$ cat config.mk
export PLATFORM = sky130hd
export DESIGN_NAME = polyline_degenerate_span_removal
export DESIGN_NICKNAME = d
export VERILOG_FILES = /design/src/hw/rtl/pdsr_pkg.sv /design/src/hw/rtl/polyline_degenerate_span_removal.sv /design/src/hw/rtl/pdsr_core.sv /design/src/hw/rtl/pdsr_outq.sv
export SDC_FILE = /design/constraint.sdc
export NUM_CORES = 2
export LEC_CHECK = 0
export BUFFER_PORTS_ARGS = -buffer_cell sky130_fd_sc_hd__clkbuf_2
export CORE_MARGIN = 2
export CORE_UTILIZATION = 40
export CTS_CLUSTER_SIZE = 16
export DETAILED_ROUTE_END_ITERATION = 8
export PLACE_DENSITY = 0.57
export SLEW_MARGIN = 10
export SYNTH_ARGS = -nofsm -noshare
export SYNTH_HDL_FRONTEND = slang
export SYNTH_SLANG_ARGS = --single-unit
$ cat constraint.sdc
create_clock -name clk -period 18.7 [get_ports clk]
set_clock_uncertainty 0.05 [all_clocks]
set_input_delay 0.935 -clock clk [delete_from_list [all_inputs] [get_ports clk]]
set_output_delay 0.935 -clock clk [all_outputs]
set_load 0.02 [all_outputs]
$ cat src/hw/rtl/pdsr_pkg.sv
// Shared constants and types for the polyline degenerate span removal block.
// No dependencies; imported by every module of the block.
`timescale 1ns / 1ps
package pdsr_pkg;

  localparam int COORD_WIDTH_DEF = 24;
  localparam int COUNT_WIDTH_DEF = 16;
  localparam int TOL_WIDTH       = 52;
  localparam int CFG_IDX_WIDTH   = 1;
  localparam int QDEPTH          = 4;
  localparam int QPTR_WIDTH      = $clog2(QDEPTH);
  localparam int QCNT_WIDTH      = $clog2(QDEPTH + 1);

  // configuration register indexes
  typedef enum logic [CFG_IDX_WIDTH-1:0] {
    REG_THREE_D_MODE      = 1'b0,
    REG_TOLERANCE_SQUARED = 1'b1
  } pdsr_reg_t;

  // words pushed into the result queue in one cycle; second implies first
  typedef struct packed {
    logic first;
    logic second;
  } pdsr_push_t;

endpackage

$ cat src/hw/rtl/polyline_degenerate_span_removal.sv
// Polyline degenerate span removal, top level: drops points within tolerance
// of the last kept point. A point is taken into an input register, tested and
// written to a four-word result queue, so the sustained rate is one point per
// cycle while not stalled; the path that sets the clock is difference, square,
// sum and compare against the held point, which loops back into the held
// point. Results trail the input by one point since the last kept point is
// held back; a final point may give two result words, queued in the same
// cycle. in_stall rises only when the queue has room for fewer than two words.
// The user must write configuration only while idle; the block does not check.
// Depends on pdsr_pkg, pdsr_core and pdsr_outq.
`timescale 1ns / 1ps
module polyline_degenerate_span_removal
  import pdsr_pkg::*;
#(
  parameter int COORD_WIDTH = COORD_WIDTH_DEF,
  parameter int COUNT_WIDTH = COUNT_WIDTH_DEF
) (
  input  logic                          clk,
  input  logic                          rst_n,
  input  logic                          cfg_we,
  input  logic [CFG_IDX_WIDTH-1:0]      cfg_index,
  input  logic [TOL_WIDTH-1:0]          cfg_wdata,
  input  logic                          in_valid,
  output logic                          in_stall,
  input  logic signed [COORD_WIDTH-1:0] in_x_coord,
  input  logic signed [COORD_WIDTH-1:0] in_y_coord,
  input  logic signed [COORD_WIDTH-1:0] in_z_coord,
  input  logic                          in_is_last_point,
  output logic                          out_valid,
  input  logic                          out_stall,
  output logic signed [COORD_WIDTH-1:0] out_x,
  output logic signed [COORD_WIDTH-1:0] out_y,
  output logic signed [COORD_WIDTH-1:0] out_z,
  output logic                          out_last_output,
  output logic [COUNT_WIDTH-1:0]        out_degenerate_count
);

  localparam int EW = 3 * COORD_WIDTH + 1 + COUNT_WIDTH;

  pdsr_push_t    push;
  logic [EW-1:0] res0, res1, out_word;
  logic          room2;

  pdsr_core #(
    .COORD_WIDTH (COORD_WIDTH),
    .COUNT_WIDTH (COUNT_WIDTH)
  ) u_core (
    .clk              (clk),
    .rst_n            (rst_n),
    .cfg_we           (cfg_we),
    .cfg_index        (cfg_index),
    .cfg_wdata        (cfg_wdata),
    .in_valid         (in_valid),
    .in_stall         (in_stall),
    .in_x_coord       (in_x_coord),
    .in_y_coord       (in_y_coord),
    .in_z_coord       (in_z_coord),
    .in_is_last_point (in_is_last_point),
    .room2            (room2),
    .push             (push),
    .res0             (res0),
    .res1             (res1)
  );

  pdsr_outq #(
    .EW (EW)
  ) u_outq (
    .clk       (clk),
    .rst_n     (rst_n),
    .push      (push),
    .res0      (res0),
    .res1      (res1),
    .room2     (room2),
    .out_valid (out_valid),
    .out_stall (out_stall),
    .out_word  (out_word)
  );

  assign out_x                = out_word[EW-1 -: COORD_WIDTH];
  assign out_y                = out_word[EW-1-COORD_WIDTH -: COORD_WIDTH];
  assign out_z                = out_word[EW-1-2*COORD_WIDTH -: COORD_WIDTH];
  assign out_last_output      = out_word[COUNT_WIDTH];
  assign out_degenerate_count = out_word[COUNT_WIDTH-1:0];

endmodule

$ cat src/hw/rtl/pdsr_core.sv
// Input register, configuration registers, span test and polyline state.
// Depends on pdsr_pkg; feeds up to two result words per point to pdsr_outq.
`timescale 1ns / 1ps
module pdsr_core
  import pdsr_pkg::*;
#(
  parameter int COORD_WIDTH = COORD_WIDTH_DEF,
  parameter int COUNT_WIDTH = COUNT_WIDTH_DEF,
  localparam int EW = 3 * COORD_WIDTH + 1 + COUNT_WIDTH
) (
  input  logic                          clk,
  input  logic                          rst_n,
  input  logic                          cfg_we,
  input  logic [CFG_IDX_WIDTH-1:0]      cfg_index,
  input  logic [TOL_WIDTH-1:0]          cfg_wdata,
  input  logic                          in_valid,
  output logic                          in_stall,
  input  logic signed [COORD_WIDTH-1:0] in_x_coord,
  input  logic signed [COORD_WIDTH-1:0] in_y_coord,
  input  logic signed [COORD_WIDTH-1:0] in_z_coord,
  input  logic                          in_is_last_point,
  input  logic                          room2,
  output pdsr_push_t                    push,
  output logic [EW-1:0]                 res0,
  output logic [EW-1:0]                 res1
);

  localparam int CW   = COORD_WIDTH;
  localparam int SQW  = 2 * (CW + 1);
  localparam int SUMW = SQW + 2;
  localparam int CMPW = (SUMW > TOL_WIDTH) ? SUMW : TOL_WIDTH;

  // configuration
  logic                 three_d_r;
  logic [TOL_WIDTH-1:0] tol_r;

  always_ff @(posedge clk) begin
    if (!rst_n) begin
      three_d_r <= 1'b1;
      tol_r     <= '0;
    end else if (cfg_we) begin
      unique case (pdsr_reg_t'(cfg_index))
        REG_THREE_D_MODE:      three_d_r <= cfg_wdata[0];
        REG_TOLERANCE_SQUARED: tol_r     <= cfg_wdata;
      endcase
    end
  end

  // input register
  logic          ir_valid_r, ir_valid_nxt;
  logic [CW-1:0] ir_x_r, ir_y_r, ir_z_r;
  logic          ir_last_r;
  logic          accept, go;

  assign go       = ir_valid_r & room2;
  assign in_stall = ir_valid_r & ~room2;
  assign accept   = in_valid & ~in_stall;

  always_comb begin
    ir_valid_nxt = ir_valid_r;
    if (accept) begin
      ir_valid_nxt = 1'b1;
    end else if (go) begin
      ir_valid_nxt = 1'b0;
    end
  end

  always_ff @(posedge clk) begin
    if (!rst_n) begin
      ir_valid_r <= 1'b0;
    end else begin
      ir_valid_r <= ir_valid_nxt;
    end
  end

  always_ff @(posedge clk) begin
    if (accept) begin
      ir_x_r    <= in_x_coord;
      ir_y_r    <= in_y_coord;
      ir_z_r    <= in_z_coord;
      ir_last_r <= in_is_last_point;
    end
  end

  // polyline state
  logic                   holding_r, holding_nxt;
  logic                   only_first_r, only_first_nxt;
  logic [COUNT_WIDTH-1:0] cnt_r, cnt_nxt;
  logic [CW-1:0]          held_x_r, held_y_r, held_z_r;
  logic                   load_held;

  // span test: exact squared distance to the held point
  logic [CW:0]     dx, dy, dz, mx, my, mz;
  logic [SQW-1:0]  sqx, sqy, sqz;
  logic [SUMW-1:0] d2;
  logic            degen;
  logic [COUNT_WIDTH-1:0] cnt_inc;

  assign dx = {ir_x_r[CW-1], ir_x_r} - {held_x_r[CW-1], held_x_r};
  assign dy = {ir_y_r[CW-1], ir_y_r} - {held_y_r[CW-1], held_y_r};
  assign dz = {ir_z_r[CW-1], ir_z_r} - {held_z_r[CW-1], held_z_r};
  assign mx = dx[CW] ? (~dx + 1'b1) : dx;
  assign my = dy[CW] ? (~dy + 1'b1) : dy;
  assign mz = dz[CW] ? (~dz + 1'b1) : dz;
  assign sqx = SQW'(mx) * SQW'(mx);
  assign sqy = SQW'(my) * SQW'(my);
  assign sqz = SQW'(mz) * SQW'(mz);
  assign d2 = SUMW'(sqx) + SUMW'(sqy) + (three_d_r ? SUMW'(sqz) : SUMW'(0));
  assign degen = holding_r & (CMPW'(d2) <= CMPW'(tol_r));
  assign cnt_inc = (degen && cnt_r != '1) ? cnt_r + 1'b1 : cnt_r;

  // result words
  logic          emit_held;
  logic [CW-1:0] out_zin, out_zheld;
  logic [EW-1:0] held_word, final_word;

  assign emit_held  = holding_r & (ir_last_r ? (~degen | only_first_r) : ~degen);
  assign out_zin    = three_d_r ? ir_z_r : '0;
  assign out_zheld  = three_d_r ? held_z_r : '0;
  assign held_word  = {held_x_r, held_y_r, out_zheld, 1'b0, {COUNT_WIDTH{1'b0}}};
  assign final_word = {ir_x_r, ir_y_r, out_zin, 1'b1, cnt_inc};

  assign res0        = emit_held ? held_word : final_word;
  assign res1        = final_word;
  assign push.first  = go & (emit_held | ir_last_r);
  assign push.second = go & emit_held & ir_last_r;

  always_comb begin
    holding_nxt    = holding_r;
    only_first_nxt = only_first_r;
    cnt_nxt        = cnt_r;
    load_held      = 1'b0;
    if (go) begin
      if (ir_last_r) begin
        holding_nxt    = 1'b0;
        only_first_nxt = 1'b1;
        cnt_nxt        = '0;
      end else if (!holding_r) begin
        holding_nxt    = 1'b1;
        only_first_nxt = 1'b1;
        cnt_nxt        = '0;
        load_held      = 1'b1;
      end else begin
        cnt_nxt = cnt_inc;
        if (!degen) begin
          only_first_nxt = 1'b0;
          load_held      = 1'b1;
        end
      end
    end
  end

  always_ff @(posedge clk) begin
    if (!rst_n) begin
      holding_r    <= 1'b0;
      only_first_r <= 1'b1;
      cnt_r        <= '0;
    end else begin
      holding_r    <= holding_nxt;
      only_first_r <= only_first_nxt;
      cnt_r        <= cnt_nxt;
    end
  end

  always_ff @(posedge clk) begin
    if (load_held) begin
      held_x_r <= ir_x_r;
      held_y_r <= ir_y_r;
      held_z_r <= ir_z_r;
    end
  end

`ifndef ASSERT_OFF
  // a final point always closes the polyline
  a_last_closes: assert property (@(posedge clk) disable iff (!rst_n)
    go && ir_last_r |=> !holding_r && only_first_r && cnt_r == '0)
    else $error("final point did not clear polyline state");

  // count only moves while a polyline is open
  a_cnt_idle: assert property (@(posedge clk) disable iff (!rst_n)
    !holding_r |-> cnt_r == '0)
    else $error("degenerate count nonzero with no point held");

  // a held word never leaves before a polyline is open
  a_held_open: assert property (@(posedge clk) disable iff (!rst_n)
    emit_held |-> holding_r)
    else $error("held point emitted with nothing held");
`endif

endmodule

$ cat src/hw/rtl/pdsr_outq.sv
// Small result queue: takes up to two words a cycle, hands out one while out_stall is low.
// Depends on pdsr_pkg for depth and push flags.
`timescale 1ns / 1ps
module pdsr_outq
  import pdsr_pkg::*;
#(
  parameter int EW = 3 * COORD_WIDTH_DEF + 1 + COUNT_WIDTH_DEF
) (
  input  logic          clk,
  input  logic          rst_n,
  input  pdsr_push_t    push,
  input  logic [EW-1:0] res0,
  input  logic [EW-1:0] res1,
  output logic          room2,
  output logic          out_valid,
  input  logic          out_stall,
  output logic [EW-1:0] out_word
);

  logic [EW-1:0]         q_r [QDEPTH];
  logic [QPTR_WIDTH-1:0] wr_ptr_r, wr_ptr_nxt, rd_ptr_r, rd_ptr_nxt;
  logic [QCNT_WIDTH-1:0] count_r, count_nxt;
  logic                  pop;
  logic [QPTR_WIDTH-1:0] wr_ptr_p1;

  assign out_valid = count_r != '0;
  assign out_word  = q_r[rd_ptr_r];
  assign pop       = out_valid & ~out_stall;
  assign room2     = count_r <= QCNT_WIDTH'(QDEPTH - 2);
  assign wr_ptr_p1 = wr_ptr_r + 1'b1;

  always_comb begin
    wr_ptr_nxt = wr_ptr_r;
    if (push.second) begin
      wr_ptr_nxt = wr_ptr_r + QPTR_WIDTH'(2);
    end else if (push.first) begin
      wr_ptr_nxt = wr_ptr_p1;
    end
    rd_ptr_nxt = pop ? rd_ptr_r + 1'b1 : rd_ptr_r;
    count_nxt  = count_r + QCNT_WIDTH'(push.first) + QCNT_WIDTH'(push.second)
                 - QCNT_WIDTH'(pop);
  end

  always_ff @(posedge clk) begin
    if (!rst_n) begin
      wr_ptr_r <= '0;
      rd_ptr_r <= '0;
      count_r  <= '0;
    end else begin
      wr_ptr_r <= wr_ptr_nxt;
      rd_ptr_r <= rd_ptr_nxt;
      count_r  <= count_nxt;
    end
  end

  always_ff @(posedge clk) begin
    if (push.first) begin
      q_r[wr_ptr_r] <= res0;
    end
    if (push.second) begin
      q_r[wr_ptr_p1] <= res1;
    end
  end

`ifndef ASSERT_OFF
  a_no_overflow: assert property (@(posedge clk) disable iff (!rst_n)
    count_r <= QCNT_WIDTH'(QDEPTH))
    else $error("result queue overflow");

  a_push_room: assert property (@(posedge clk) disable iff (!rst_n)
    push.first |-> room2)
    else $error("push without room for two words");

  a_push_order: assert property (@(posedge clk) disable iff (!rst_n)
    push.second |-> push.first)
    else $error("second word pushed without first");
`endif

endmodule
# Yosys cells after proc, flatten, opt, wreduce, memory -nomap -nowiden
# Memories as Yosys holds them, arrays and structs flattened. A register that Yosys moved wholly into a read port is not among the register bits.
# Cells that the tools add are included.
[word_totals]
ramBits = 356
input_bits = 131
n_memories = 1
ff_bits = 224
[classes]
addsub = 15
reduce_logical = 7
n_lt_le_gt_ge = 2
n_eq_ne = 2
n_mul = 3
muxes = 29
n_bitwise = 19
[memory_table]
columns = ["name", "depth", "width", "read_ports", "rd_ports_with_merged_regs", "wr", "line_no", "text"]
rows = [
  ["u_outq.q_r", 4, 89, 1, 1, 2, "pdsr_outq.sv:20", "logic [EW-1:0] q_r [QDEPTH];"],
]
[ops]
columns = ["cell", "n"]
rows = [
  ["multiplier 25 x 25 -> 50 bit", 3],
  ["2-to-1 mux 89 bit", 1],
  ["adder 25 x 1 -> 25 bit (second input constant)", 3],
  ["2-to-1 mux 25 bit", 3],
  ["inverter 25 bit", 3],
  ["subtractor 24 x 24 -> 25 bit", 3],
  ["adder 52 bit", 1],
  ["less-or-equal comparator 52 bit", 1],
  ["adder 50 x 50 -> 51 bit", 1],
  ["2-to-1 mux 50 bit", 1],
  ["2-to-1 mux 16 bit", 3],
  ["2-to-1 mux 24 bit", 2],
  ["adder 16 x 1 -> 16 bit (second input constant)", 1],
  ["!= test 16 bit (second input constant)", 1],
  ["2-to-1 mux 1 bit", 15],
  ["bitwise AND 1 bit", 9],
  ["2-to-1 mux 2 bit", 4],
  ["adder 3 x 1 -> 3 bit", 2],
  ["AND reduction 2 bit", 3],
  ["inverter 1 bit", 5],
  ["adder 2 x 1 -> 2 bit (second input constant)", 2],
  ["nonzero test 2 bit", 2],
  ["less-or-equal comparator 3 x 2 -> 1 bit (second input constant)", 1],
  ["!= test 3 x 2 -> 1 bit (second input constant)", 1],
  ["5 further kinds", 6],
]

# Logic depth before layout (Yosys ltp)
[logic_depth]
word_depth = 18
ltp_mapped = 75

# Cells and area by module
# From an unflattened synthesis, not the netlist that was laid out.
[unflattened]
hier_cells = 8673
hier_area_um2 = 88025.7
[modules_own_cells]
columns = ["mod", "instances", "cells_each", "area_each_um2", "seq_area_each_um2"]
rows = [
  ["pdsr_core", 1, 7755, 70498.9, 5795.6],
  ["pdsr_outq", 1, 918, 17526.8, 10870.4],
]

# Worst setup path before layout
# OpenSTA, ideal clock, no wires.
[synth_path]
path_kind = "register -> register"
start = "reg u_core.ir_x_r[0]"
end = "reg u_core.held_x_r[0] (enable)"
n_path_buf = 4
required_time_ps = 18060
path_slack_ps = -1686
stages_incl_launch_ff = 66
arrival_ps = 19746
cell_sequence = "edfxtp_1 inv_1 ha_1 inv_1 fa_1 a21o_1 a21o_1 a2111o_1 and4_4 a311o_1 a311oi_1 o211ai_1 and2_1 clkbuf_1 buf_2 a21oi_1 xor2_2 inv_1 [... 30 more ...] a21o_1 a31o_2 a221oi_1 nand2_1 or3_1 a221oi_1 o21ba_2 o221ai_1 a311oi_1 o21bai_1 xnor2_1 ha_1 nand4_1 nor4_1 mux2i_1 a21oi_1 nor2b_1 nor3_1"
[synth_via]
elab_chain_len = 13
[synth_lines]
columns = ["element", "line_no", "text"]
rows = [
  ["from (decl)", "pdsr_core.sv:51", "logic [CW-1:0] ir_x_r, ir_y_r, ir_z_r;"],
  ["from (signal assigned)", "pdsr_core.sv:78", "ir_x_r <= in_x_coord;"],
  ["subtractor 24 x 24 -> 25 bit *", "pdsr_core.sv:99", "assign dx = {ir_x_r[CW-1], ir_x_r} - {held_x_r[CW-1], held_x_r};"],
  ["inverter 25 bit", "pdsr_core.sv:102", "assign mx = dx[CW] ? (~dx + 1'b1) : dx;"],
  ["adder 25 x 1 -> 25 bit", "pdsr_core.sv:102", ""],
  ["2-to-1 mux 25 bit *", "pdsr_core.sv:102", ""],
  ["multiplier 25 x 25 -> 50 bit *", "pdsr_core.sv:105", "assign sqx = SQW'(mx) * SQW'(mx);"],
  ["adder 50 x 50 -> 51 bit *", "pdsr_core.sv:108", "assign d2 = SUMW'(sqx) + SUMW'(sqy) + (three_d_r ? SUMW'(sqz) : SUMW'(0));"],
  ["adder 52 bit *", "pdsr_core.sv:108", ""],
  ["less-or-equal comparator 52 bit *", "pdsr_core.sv:109", "assign degen = holding_r & (CMPW'(d2) <= CMPW'(tol_r));"],
  ["bitwise AND 1 bit *", "pdsr_core.sv:109", ""],
  ["2-to-1 mux 1 bit *", "pdsr_core.sv:145", "if (!degen) begin"],
  ["2-to-1 mux 1 bit *", "pdsr_core.sv:138", "end else if (!holding_r) begin"],
  ["2-to-1 mux 1 bit *", "pdsr_core.sv:134", "if (ir_last_r) begin"],
  ["2-to-1 mux 1 bit *", "pdsr_core.sv:133", "if (go) begin"],
  ["named net u_core.load_held", "pdsr_core.sv:90", "logic load_held;"],
  ["to (signal assigned)", "pdsr_core.sv:167", "held_x_r <= ir_x_r;"],
  ["to (decl)", "pdsr_core.sv:89", "logic [CW-1:0] held_x_r, held_y_r, held_z_r;"],
]
# Mark *: on every way through the listed nets, which the timed path passes. The rest lies on a longest branch.
# A chain may end at the register's enable or synchronous reset.

# Worst setup path after layout
[layout_path]
start = "reg u_core.ir_x_r[0]"
end = "reg u_outq.count_r[2]"
[layout_via]
elab_chain_len = 18
elab_cells_between_ends = 20
[layout_lines]
columns = ["element", "line_no", "text"]
rows = [
  ["subtractor 24 x 24 -> 25 bit *", "pdsr_core.sv:99", ""],
  ["inverter 25 bit", "pdsr_core.sv:102", ""],
  ["adder 25 x 1 -> 25 bit", "pdsr_core.sv:102", ""],
  ["2-to-1 mux 25 bit *", "pdsr_core.sv:102", ""],
  ["multiplier 25 x 25 -> 50 bit *", "pdsr_core.sv:105", ""],
  ["adder 50 x 50 -> 51 bit *", "pdsr_core.sv:108", ""],
  ["adder 52 bit *", "pdsr_core.sv:108", ""],
  ["less-or-equal comparator 52 bit *", "pdsr_core.sv:109", ""],
  ["[... 2 more ...]", "n/a", ""],
  ["OR 1 bit", "pdsr_core.sv:117", "assign emit_held = holding_r & (ir_last_r ? (~degen | only_first_r) : ~degen);"],
  ["2-to-1 mux 1 bit *", "pdsr_core.sv:117", ""],
  ["bitwise AND 1 bit *", "pdsr_core.sv:117", ""],
  ["OR 1 bit", "pdsr_core.sv:125", "assign push.first = go & (emit_held | ir_last_r);"],
  ["bitwise AND 1 bit", "pdsr_core.sv:125", ""],
  ["adder 3 x 1 -> 3 bit", "pdsr_outq.sv:40", "count_nxt = count_r + QCNT_WIDTH'(push.first) + QCNT_WIDTH'(push.second)"],
  ["adder 3 x 1 -> 3 bit *", "pdsr_outq.sv:40", ""],
  ["subtractor 3 x 1 -> 3 bit *", "pdsr_outq.sv:41", "- QCNT_WIDTH'(pop);"],
  ["to (signal assigned)", "pdsr_outq.sv:52", "count_r <= count_nxt;"],
  ["to (decl)", "pdsr_outq.sv:22", "logic [QCNT_WIDTH-1:0] count_r, count_nxt;"],
]
# Mark *: on every way between the ends. The rest lies on a longest branch, timed or not.

==> results.py <==
metrics = {
    "floorplan": {
        "die_y_um": 470.8,
        "num_rows": 171,
        "core-area_um2": 217000,
        "start_util": 0.4017,
        "pin_count": 222,
        "die_area_um2": 221600,
        "die_w_um": 470.8,
    },
    "placement": {
        "post-dp-hpwl_um": 217400,
        "post-place-ws_ns": 0.5780,
        "gp_congestion": 0.9590,
        "numPortBuffers": 221,
    },
    "drt": {
        "wirelength_um": 268600,
        "routedWlPerCell_um": 22.46,
        "drt_iter0_markers": 5366,
        "viasPerCell": 5.357,
        "ant_nets": 0,
        "drt_pass1_iterations": 8,
        "vias": 64070,
        "drc_errors": 0,
    },
    "worst_hold_path": {
        "min_path_type": "primary input to flop",
    },
    "cts": {
        "clockBufferDepth": 3,
        "clock-sinks": 582,
        "cts_made_buffers": 70,
        "ctsHoldBuffers": 0,
        "htree_levels": 3,
        "clk_latency_ns": 0.69,
        "cts_tree": "done",
        "root_buffer": "clkbuf_16",
        "path_clk_slew_ns": 0.06,
    },
    "logic_synthesis": {
        "synth_largest_area_cell": "fa_1",
        "yosysSeqAreaShare": 0.1908,
        "syn_avg_cell_area_um2": 9.891,
        "synth_enable_flop_cells": 497,
        "yosysMostFrequentCell": "inv_1",
        "synth_area_um2": 87160,
        "synthArstFlopShare": 0,
        "yosys_warnings": 0,
        "synth.top_cell.area_share": 0.3471,
        "ys_top_cells_by_area": "fa_1 35%, edfxtp_1 17%, ha_1 11%, inv_1 8.5%, nor2_1 3.6%",
        "synthDistinctLibCells": 92,
        "synth_common_cells": "1980 x inv_1, 1511 x fa_1, 839 x nor2_1",
        "synth_flop_cell": "edfxtp_1",
        "ys_seq_elements": 582,
        "synth_cells": 8812,
    },
    "layout": {
        "seq_area_um2": 16630,
        "fillers": 20950,
        "multi_input_area_um2": 62450,
        "syn_to_final_growth_pct": 9.525,
        "nNetsFinal": 11430,
        "drive_above_1_share": 0.08865,
    },
    "sta": {
        "setup_viol": 0,
        "slew_viol_final": 0,
        "tns_ns": 0,
        "worst_pin_slew_ns": 1.124,
        "min_period_over_period": 0.9567,
        "fmax_mhz": 55.90,
        "layout_setup_ws_ns": 0.8097,
        "relSlewSlack": 0.2480,
        "hold_viol_final": 0,
        "period_minus_slack_ns": 17.89,
        "rsz0062_at_grt": "no",
    },
    "grt": {
        "grt_max_degree": 97,
        "grt_usage": 0.2447,
        "grt_pass1_vias": 67910,
        "overflow": 0,
        "antenna_found_initial": 10,
        "grt_pass1_wl_um": 414000,
    },
    "setup_path": {
        "cp-start-kind": "flop",
        "cp-end-kind": "flop",
        "crit_top_cell": "fa_1",
        "crit_family": "adder cells",
        "max_stage_delay_ns": 0.69,
        "slowest_stage": "fa_1",
        "criticalPathCategory": "flop to flop",
        "crit_arrival_ns": 18.41,
        "cp.required_ns": 19.22,
        "worstPathMaxFanout": 17,
        "path_buf_inv": 12,
    },
    "run_status": {
        "status": "finished clean",
    },
    "job": {
        "cap_violations": 0,
    },
}
==> repair_timing <==
item	CTS	global route
endpoints found under the setup margin	0	722
gates resized for setup	0	25
setup buffers	0	6
==> cell type report <==
type / instances / share of cell area
clock inverters: 36 / 0.004692
flip-flops and latches: 582 / 0.1743
clock buffers: 89 / 0.01942
diodes: 3 / 0.00007864
multi-input cells: 5949 / 0.6542
inverters: 2002 / 0.07880
well taps: 2854 / 0.03741
repair buffers: 445 / 0.03110
==> final timing paths <==
path / slack, ns / to / from / depth (start not counted)
max: 0.81 / u_outq.count_r[2] / u_core.ir_x_r[0] / 68
min: 0.38 / u_core.ir_z_r[9] / in_z_coord[9] / 1
max reg2reg: 0.81 / u_outq.count_r[2] / u_core.ir_x_r[0] / 68
min reg2reg: 0.40 / u_outq.q_r[2][16] / u_outq.q_r[2][16] / 2
==> state kept, by name, summed over array words and instances (netlist names), 2 cells and up, named ones only <==
| signal | count |
|---|---|
| u_core.held_x_r | 24 |
| u_outq.count_r | 3 |
| u_core.ir_y_r | 24 |
| u_core.held_z_r | 24 |
| u_outq.rd_ptr_r | 2 |
| u_outq.wr_ptr_r | 2 |
| u_core.cnt_r | 16 |
| u_core.ir_x_r | 24 |
| u_core.held_y_r | 24 |
| u_core.tol_r | 52 |
| u_outq.q_r | 356 |
| u_core.ir_z_r | 24 |
==> worst reg2reg max path: cells and delay by family, from the launching register on <==
family / cells / cell delay, ns
muxes: 1 / 0.22
adders and majority gates: 17 / 7.26
DFF: 1 / 0.45
AOI/OAI and AO/OA: 21 / 5.09
buffers and inverters: 12 / 1.44
and+or+nand+nor: 13 / 2.56
xor gates and xnor gates: 4 / 0.73
==> kinds of logic (layout without fill, tap and decap cells) <==
logic type | after synthesis | count (layout) | share of synthesized area
xor+xnor | 272 | 272 | 0.02772
mux | 106 | 106 | 0.02504
flops | 582 | 582 | 0.1908
simple gates | 1973 | 1973 | 0.09875
fa+ha+maj | 2246 | 2246 | 0.4526
buf+inv | 2334 | 2572 | 0.1009
compound gates | 1297 | 1297 | 0.1042
other cells | 2 | 58 | 0.00008617
==> layer usage <==
| metal | vias to the layer above | track usage | part of all wire |
|---|---|---|---|
| li1 | 28660 | - | - |
| met1 | 32680 | 0.3432 | 0.43 |
| met2 | 2366 | 0.3831 | 0.45 |
| met3 | 366 | 0.04257 | 0.081 |
| met4 | 2 | 0.08259 | 0.037 |
| met5 | - | 0 | 0.000041 |
==> placed cells by master, fill, tap and decap left out, drive strengths merged, types with 148 or more instances in the layout <==
cell type	Yosys	final
a21oi	243	243
a22o	197	197
buf	45	224
clkbuf	287	310
edfxtp	497	497
fa	1511	1511
ha	735	735
inv	1985	1986
nand2	628	628
nor2	839	839
o21ai	148	148
xnor2	184	184
==> through the flow <==
step / cells / area [um2] / hold WS [ns] / utilization
global placement: 11830 / 92990 / 0.3898 / 0.4286
floorplan: 8865 / 87360 / 0.3685 / -
CTS: 11950 / 95300 / 0.3100 / 0.4393
finish: 11960 / 95460 / 0.3755 / 0.4400
detailed placement: 11830 / 92990 / 0.3900 / 0.4286
global route: 11960 / 95450 / 0.3437 / 0.4400
Power is left out: the tool's default activity adds up to more than one toggle a clock period on the data nets, which glitch-free logic cannot reach.
